$ cat src/hw/rtl/twhc_pkg.sv
// Shared types for the time window hit clusterer.
// Holds the hit word, activity word and queue word; no dependencies.
`timescale 1ns / 1ps
`default_nettype none

package twhc_pkg;

    localparam int TIME_W   = 64;
    localparam int CHAN_W   = 24;
    localparam int CHARGE_W = 32;
    localparam int ADC_W    = 16;
    localparam int DET_W    = 16;

    typedef struct packed {
        logic [TIME_W-1:0]   hit_time;
        logic [CHAN_W-1:0]   hit_channel;
        logic [CHARGE_W-1:0] hit_charge;
        logic [ADC_W-1:0]    hit_peak_adc;
        logic [TIME_W-1:0]   hit_peak_time;
        logic [DET_W-1:0]    hit_detector;
    } t_hit;

    typedef struct packed {
        logic [CHAN_W-1:0]   act_channel_first;
        logic [CHAN_W-1:0]   act_channel_last;
        logic [TIME_W-1:0]   act_time_first;
        logic [TIME_W-1:0]   act_time_last;
        logic [DET_W-1:0]    act_detector;
        logic [CHARGE_W-1:0] act_charge_sum;
        logic [ADC_W-1:0]    act_peak_adc;
        logic [CHAN_W-1:0]   act_peak_channel;
        logic [TIME_W-1:0]   act_peak_time;
    } t_act;

    // Hit tagged by the front end: close means the window ended before this hit.
    typedef struct packed {
        logic close;
        t_hit hit;
    } t_qword;

endpackage

`default_nettype wire

$ cat src/hw/rtl/twhc_front.sv
// Front end: accepts hits, tracks the window start and tags closing hits.
// Depends on twhc_pkg.
`timescale 1ns / 1ps
`default_nettype none

module twhc_front (
    input  wire logic                        i_clk,
    input  wire logic                        i_rst_n,
    input  wire logic                        i_cfg_we,
    input  wire logic [twhc_pkg::TIME_W-1:0] i_cfg_wdata,
    input  wire logic                        i_hit_valid,
    output logic                             o_hit_stall,
    input  wire twhc_pkg::t_hit              i_hit,
    input  wire logic                        i_q_full,
    output logic                             o_q_push,
    output twhc_pkg::t_qword                 o_q_word
);

    logic [twhc_pkg::TIME_W-1:0] r_window_width;
    logic [twhc_pkg::TIME_W-1:0] r_window_start;
    logic [twhc_pkg::TIME_W-1:0] n_window_start;
    logic [twhc_pkg::TIME_W-1:0] start_eff;
    logic [twhc_pkg::TIME_W-1:0] diff;
    logic                        close;
    logic                        push;

    // An unset (zero) start takes this hit's time.
    always_comb begin
        start_eff      = (r_window_start == '0) ? i_hit.hit_time : r_window_start;
        diff           = i_hit.hit_time - start_eff;
        close          = diff > r_window_width;
        n_window_start = close ? i_hit.hit_time : start_eff;
        push           = i_hit_valid && !i_q_full;
    end

    always_ff @(posedge i_clk) begin
        if (!i_rst_n) begin
            r_window_width <= '0;
            r_window_start <= '0;
        end else begin
            if (i_cfg_we) begin
                r_window_width <= i_cfg_wdata;
            end
            if (push) begin
                r_window_start <= n_window_start;
            end
        end
    end

    assign o_hit_stall     = i_q_full;
    assign o_q_push        = push;
    assign o_q_word.close  = close;
    assign o_q_word.hit    = i_hit;

endmodule

`default_nettype wire

$ cat src/hw/rtl/twhc_queue.sv
// Short queue of tagged hit words between front and back.
// Depends on twhc_pkg.
`timescale 1ns / 1ps
`default_nettype none

module twhc_queue #(
    parameter int DEPTH = 4
) (
    input  wire logic             i_clk,
    input  wire logic             i_rst_n,
    input  wire logic             i_push,
    input  wire twhc_pkg::t_qword i_word,
    output logic                  o_full,
    input  wire logic             i_pop,
    output logic                  o_valid,
    output twhc_pkg::t_qword      o_word
);

    localparam int PTR_W = (DEPTH > 1) ? $clog2(DEPTH) : 1;
    localparam int CNT_W = $clog2(DEPTH + 1);

    twhc_pkg::t_qword   r_mem [DEPTH];
    logic [PTR_W-1:0]   r_wr_ptr;
    logic [PTR_W-1:0]   r_rd_ptr;
    logic [CNT_W-1:0]   r_count;
    logic [CNT_W-1:0]   n_count;
    logic               do_push;
    logic               do_pop;

    function automatic logic [PTR_W-1:0] ptr_inc(input logic [PTR_W-1:0] p);
        logic [PTR_W-1:0] res;
        res = (p == PTR_W'(DEPTH - 1)) ? '0 : p + PTR_W'(1);
        return res;
    endfunction

    always_comb begin
        do_push = i_push && !o_full;
        do_pop  = i_pop && o_valid;
        n_count = r_count;
        if (do_push && !do_pop) begin
            n_count = r_count + CNT_W'(1);
        end else if (do_pop && !do_push) begin
            n_count = r_count - CNT_W'(1);
        end
    end

    always_ff @(posedge i_clk) begin
        if (!i_rst_n) begin
            r_wr_ptr <= '0;
            r_rd_ptr <= '0;
            r_count  <= '0;
        end else begin
            r_count <= n_count;
            if (do_push) begin
                r_wr_ptr <= ptr_inc(r_wr_ptr);
            end
            if (do_pop) begin
                r_rd_ptr <= ptr_inc(r_rd_ptr);
            end
        end
    end

    always_ff @(posedge i_clk) begin
        if (do_push) begin
            r_mem[r_wr_ptr] <= i_word;
        end
    end

    assign o_full  = (r_count == CNT_W'(DEPTH));
    assign o_valid = (r_count != '0);
    assign o_word  = r_mem[r_rd_ptr];

endmodule

`default_nettype wire

$ cat src/hw/rtl/twhc_back.sv
// Back end: folds tagged hits into the open activity and emits closed ones.
// Depends on twhc_pkg.
`timescale 1ns / 1ps
`default_nettype none

module twhc_back (
    input  wire logic             i_clk,
    input  wire logic             i_rst_n,
    input  wire twhc_pkg::t_qword i_word,
    output logic                  o_q_pop,
    input  wire logic             i_q_valid,
    output logic                  o_act_valid,
    input  wire logic             i_act_stall,
    output twhc_pkg::t_act        o_act
);

    logic                          r_open;
    twhc_pkg::t_act                r_acc;
    logic                          r_out_valid;
    twhc_pkg::t_act                r_out;

    logic                          b_open;
    twhc_pkg::t_act                b_acc;
    twhc_pkg::t_act                n_acc;
    logic [twhc_pkg::CHARGE_W:0]   sum_wide;
    logic                          emit;
    logic                          out_free;
    logic                          pop;

    always_comb begin
        emit     = i_word.close && r_open;
        out_free = !r_out_valid || !i_act_stall;
        pop      = i_q_valid && (!emit || out_free);

        // Clear the activity on a close, then fold the hit in.
        b_open = i_word.close ? 1'b0 : r_open;
        b_acc  = i_word.close ? '0 : r_acc;
        n_acc  = b_acc;
        if (!b_open) begin
            n_acc.act_channel_first = i_word.hit.hit_channel;
            n_acc.act_time_first    = i_word.hit.hit_time;
            n_acc.act_detector      = i_word.hit.hit_detector;
        end
        n_acc.act_channel_last = i_word.hit.hit_channel;
        n_acc.act_time_last    = i_word.hit.hit_time;
        sum_wide = {1'b0, b_acc.act_charge_sum} + {1'b0, i_word.hit.hit_charge};
        n_acc.act_charge_sum = sum_wide[twhc_pkg::CHARGE_W] ? '1
                                                            : sum_wide[twhc_pkg::CHARGE_W-1:0];
        if (i_word.hit.hit_peak_adc > b_acc.act_peak_adc) begin
            n_acc.act_peak_adc     = i_word.hit.hit_peak_adc;
            n_acc.act_peak_channel = i_word.hit.hit_channel;
            n_acc.act_peak_time    = i_word.hit.hit_peak_time;
        end
    end

    always_ff @(posedge i_clk) begin
        if (!i_rst_n) begin
            r_open      <= 1'b0;
            r_acc       <= '0;
            r_out_valid <= 1'b0;
        end else begin
            if (pop) begin
                r_open <= 1'b1;
                r_acc  <= n_acc;
            end
            if (pop && emit) begin
                r_out_valid <= 1'b1;
            end else if (!i_act_stall) begin
                r_out_valid <= 1'b0;
            end
        end
    end

    // Payload register, loaded only with the closing record.
    always_ff @(posedge i_clk) begin
        if (pop && emit) begin
            r_out <= r_acc;
        end
    end

    assign o_q_pop      = pop;
    assign o_act_valid  = r_out_valid;
    assign o_act        = r_out;

endmodule

`default_nettype wire

$ cat src/hw/rtl/time_window_hit_clusterer_top.sv
// Path: a closing hit passes through the queue, and its pop loads the activity it closes into the output register.
// Throughput: one hit word per cycle unless the queue is full or a closing word waits on a stalled output.
// Queue of QUEUE_DEPTH words lets front and back stall independently.
// Reset: synchronous, active low; clears window width, window start, queue,
// open activity and output valid. No clearing pass.
`timescale 1ns / 1ps
`default_nettype none

module time_window_hit_clusterer_top #(
    parameter int QUEUE_DEPTH = 4
) (
    input  wire logic                        i_clk,
    input  wire logic                        i_rst_n,
    // Window width register
    input  wire logic                        i_cfg_we,
    input  wire logic [twhc_pkg::TIME_W-1:0] i_cfg_wdata,
    // Hit channel
    input  wire logic                        i_hit_valid,
    output logic                             o_hit_stall,
    input  wire twhc_pkg::t_hit              i_hit,
    // Activity channel
    output logic                             o_act_valid,
    input  wire logic                        i_act_stall,
    output twhc_pkg::t_act                   o_act
);

    logic             q_push;
    logic             q_pop;
    twhc_pkg::t_qword q_in_word;
    twhc_pkg::t_qword q_out_word;
    logic             q_full;
    logic             q_valid;

    // Front: hold the window start, tag each hit word with its close decision.
    twhc_front u_front (
        .i_clk       (i_clk),
        .i_rst_n     (i_rst_n),
        .i_cfg_we    (i_cfg_we),
        .i_cfg_wdata (i_cfg_wdata),
        .i_hit_valid (i_hit_valid),
        .o_hit_stall (o_hit_stall),
        .i_hit       (i_hit),
        .i_q_full    (q_full),
        .o_q_push    (q_push),
        .o_q_word    (q_in_word)
    );

    // Queue: decouple the accept side from the output stall.
    twhc_queue #(
        .DEPTH (QUEUE_DEPTH)
    ) u_queue (
        .i_clk   (i_clk),
        .i_rst_n (i_rst_n),
        .i_push  (q_push),
        .i_word  (q_in_word),
        .o_full  (q_full),
        .i_pop   (q_pop),
        .o_valid (q_valid),
        .o_word  (q_out_word)
    );

    // Back: fold hits into the activity, advance the record into the output register.
    twhc_back u_back (
        .i_clk       (i_clk),
        .i_rst_n     (i_rst_n),
        .i_word      (q_out_word),
        .o_q_pop     (q_pop),
        .i_q_valid   (q_valid),
        .o_act_valid (o_act_valid),
        .i_act_stall (i_act_stall),
        .o_act       (o_act)
    );

endmodule

`default_nettype wire

$ cat config.mk
export PLATFORM = sky130hd
export DESIGN_NAME = time_window_hit_clusterer_top
export DESIGN_NICKNAME = d
export VERILOG_FILES = /design/src/hw/rtl/twhc_pkg.sv /design/src/hw/rtl/twhc_front.sv /design/src/hw/rtl/twhc_queue.sv /design/src/hw/rtl/twhc_back.sv /design/src/hw/rtl/time_window_hit_clusterer_top.sv
export SDC_FILE = /design/constraint.sdc
export NUM_CORES = 2
export LEC_CHECK = 0
export ABC_AREA = 1
export BUFFER_PORTS_ARGS = -buffer_cell sky130_fd_sc_hd__buf_2
export CORE_ASPECT_RATIO = 0.8
export CORE_MARGIN = 4
export CORE_UTILIZATION = 45
export DETAILED_ROUTE_END_ITERATION = 16
export HOLD_SLACK_MARGIN = 0.03
export PLACE_DENSITY = 0.69
export SLEW_MARGIN = 5
export SYNTH_ARGS = -nofsm -noshare
export SYNTH_HDL_FRONTEND = slang
export SYNTH_SLANG_ARGS = --single-unit
$ cat constraint.sdc
create_clock -name i_clk -period 17.8 [get_ports i_clk]
set_input_delay 3.56 -clock i_clk [delete_from_list [all_inputs] [get_ports i_clk]]
set_output_delay 3.56 -clock i_clk [all_outputs]
set_load 0.01 [all_outputs]
==> flow_summary.toml <==
[global_route]
antenna_found_initial = 52
grt_pass1_wl_um = 296000
grt_max_degree = 187
overflow = 0
grt_pass1_vias = 46447
gr-usage-all-layers_pct = 24.7

[floorplanning]
rows = 127
die-area_um2 = 158000
start_util_pct = 45.4
die_w_um = 443
ios = 615
die_h_um = 356
core-area_um2 = 150000

[cts]
postCtsSetupRepairBufs = 0
numCtsBuffers = 162
cts_tree = "yes"
htreeDepth = 4
worstSkewPairLatency_ns = 0.82
hold_buffers = 0
cts_sinks = 1663
clockBufferDepth = 3
root_buffer = "clkbuf_16"
clkTransAtPathRegs_ns = 0.06
cts_resized = 0

[worst_setup_path]
crit_path_max_fanout = 65
worstRegToRegCells = 34
timing.rr.end = "u_front.r_window_start[6]"
setup.worst_path.end_class = "flip-flop"
start_kind = "input pin"
r2r_start = "u_front.r_window_start[51]"
r2r_slack_ns = 9.78
cp_data_required_time_ns = 18.41
cpMostUsedCell = "nand2_1"
crit_slowest_cell = "a2111oi_0"
critPathKind = "input pin to flip-flop"
worstPathArrival_ns = 9.23
max_stage_delay_ns = 0.65
critical_path.startpoint = "i_hit[193]"

[logic_synthesis]
synthArstFlopShare_pct = 0
synthMuxAreaShare_pct = 0
yosys_register_bits = 1663
synth-compound-area-share_pct = 13.2
avgSynthCellArea_um2 = 10.9
synth.distinct_cells = 55
synth-edff-count = 1196
synth_fa_ha_area_share_pct = 3.27
synth_simple_gate_area_share_pct = 12.4
synth_cells = 6281
synth-xor-area-share_pct = 0.732
post-synth-top-count-cell = "edfxtp_1"
seq_area_frac_synth_pct = 66.4
ys_warn_count = 0
synth_area_leaders = "edfxtp_1 (53%), dfxtp_1 (14%), nand2_1 (5.1%)"
synthTopCellsByCount = "edfxtp_1 (1196), nand2_1 (918), nor2_1 (791), o21ai_0 (644), a21oi_1 (605)"
synth_top_family_by_area = "compound AO/OA/AOI/OAI gates"
yosys.area.top_type_share_pct = 52.7
ys.flop_type = "edfxtp_1"
syn_area_um2 = 68200
yosysTopAreaCell = "edfxtp_1"
syn_nets = 6743

[detailed_routing]
dr.pass1.iters = 6
top_layer_used = "met5"
num_vias = 49749
wl_um = 202000
wl_met1_um = 87200
wl_met2_um = 90700
post_drt_wl_per_cell_um = 22.5
vias_per_cell = 5.55
drcViolationCount = 0
route.met3.wl_um = 14900
ant_nets = 0
first_iter_violations = 5110

[worst_hold_path]
holdPathEnd = "u_back.o_act[243]"
hold_path_class = "flip-flop to flip-flop"
worstHoldStart = "u_back.r_acc[243]"
hold_depth = 0

[sta]
max_slew.worst_pin.slew_ns = 1.22
setup_slack_ns = 9.18
hold_viol = 0
timing.final.crit_share_pct = 48.4
slew_violations = 0
fin_worst_skew_ns = 0.0588
rsz0062_at_grt = "false"
finalSetupViolCount = 0
setup_tns_ns = 0
finalCriticalPeriod_ns = 8.62
max_slew_margin_pct = 18.3
fmax_mhz = 116

[pwr]
powerDensity_nw_per_um2 = 188
ir_drop_mv = 0.158
leakagePower_nw = 29.5

[final_layout]
num-nets-final = 7245
drive_gt1_share_pct = 14.8
syn_to_final_growth_pct = 15.6
final_util_pct = 52.5

[status]
status = "completed"

[place]
place_ws_ns = 8.49
gp_congestion = 0.989
portBuffers = 614
hpwlAfterDp_um = 132000

[flow_run]
maxCapViolations = 0
[critical path: cells and delay by family]
family | cells | cell delay, ns
simple gates | 14 | 1.78
fa+ha+maj | 2 | 0.72
buf+inv | 5 | 1.28
compound gates | 6 | 1.73
[layout make-up]
| cell class | count | area, um2 |
|---|---|---|
| fillers | 12945 | 71400 |
| inverters | 371 | 1420 |
| diodes | 34 | 85.1 |
| flip-flops and latches | 1663 | 45300 |
| repair buffers | 666 | 3530 |
| well taps | 1999 | 2500 |
| multi-input cells | 3919 | 20200 |
| clock inverters | 90 | 1210 |
| clock buffers | 215 | 4520 |
[logic make-up after synthesis]
logic type / after synthesis
AO/OA/AOI/OAI: 1641
XOR/XNOR: 57
adder cells (fa/ha/maj): 177
buffers and inverters: 699
flip-flops: 1663
AND/OR/NAND/NOR: 2044
[cell usage in the layout (no fill, tap or decap), types with 8 or more instances in the layout]
cell type | Yosys | layout
a211oi_1 | 31 | 31
a21o_1 | 13 | 13
a21oi_1 | 605 | 605
a31oi_1 | 25 | 25
a32o_1 | 25 | 25
buf_2 | 71 | 613
buf_4 | 8 | 47
bufinv_16 | 0 | 19
clkbuf_1 | 223 | 29
clkbuf_16 | 0 | 164
clkbuf_8 | 0 | 22
clkinv_1 | 1 | 14
clkinv_2 | 0 | 27
clkinvlp_4 | 0 | 8
dfxtp_1 | 467 | 465
diode_2 | 0 | 34
edfxtp_1 | 1196 | 1196
ha_1 | 175 | 175
inv_1 | 356 | 355
inv_16 | 0 | 8
inv_2 | 14 | 10
nand2_1 | 918 | 915
nand2_2 | 33 | 34
nand3_1 | 174 | 174
nand3_2 | 9 | 9
nand3b_1 | 55 | 55
nand4_1 | 13 | 13
nor2_1 | 791 | 785
nor2_4 | 2 | 9
nor3_1 | 22 | 22
o21a_1 | 36 | 36
o21ai_0 | 644 | 644
o21ai_1 | 12 | 12
o21bai_1 | 10 | 10
o221ai_1 | 12 | 12
o22ai_1 | 190 | 190
xnor2_1 | 17 | 17
xor2_1 | 40 | 40
[report_power, final]
| group | switching [mW] | internal, mW |
|---|---|---|
| clock | 1.55 | 2.10 |
| combinational | 4.07 | 1.69 |
| sequential | 0.343 | 5.09 |
[worst max-delay path by stage]
stage	to	slack (ns)
floorplan	u_queue.r_mem[0][0]	3.95
global placement	u_front.r_window_start[40]	8.73
detailed placement	u_front.r_window_start[38]	8.49
CTS	u_front.r_window_start[38]	9.34
global route	u_front.r_window_start[20]	8.73
finish	u_front.r_window_start[6]	9.18
[sequential cells by signal, indices dropped and copies added (netlist names), named ones only]
name / cells
u_back.o_act: 328
u_back.o_act_valid: 1
u_back.r_acc: 328
u_back.r_open: 1
u_front.r_window_start: 64
u_front.r_window_width: 64
u_queue.r_count: 3
u_queue.r_mem: 868
u_queue.r_rd_ptr: 2
u_queue.r_wr_ptr: 2
[routing by layer]
metal | vias up | track usage (%)
met5 | - | 0
met3 | 390 | 4.63
met4 | 12 | 10.5
met2 | 1996 | 38.1
met1 | 24159 | 34.4
li1 | 23192 | -
[metrics by stage]
step	hold slack (ns)	cell area, um2	cells	power [mW]
after floorplan	0.403	68200	6281	9.38
after global placement	0.408	73000	8618	11.1
after detailed placement	0.408	73000	8618	11.2
after CTS	0.412	78700	8923	14.9
after global routing	0.421	78800	8944	15.7
final	0.413	78800	8957	14.8
(Power assumes the default switching activity.)
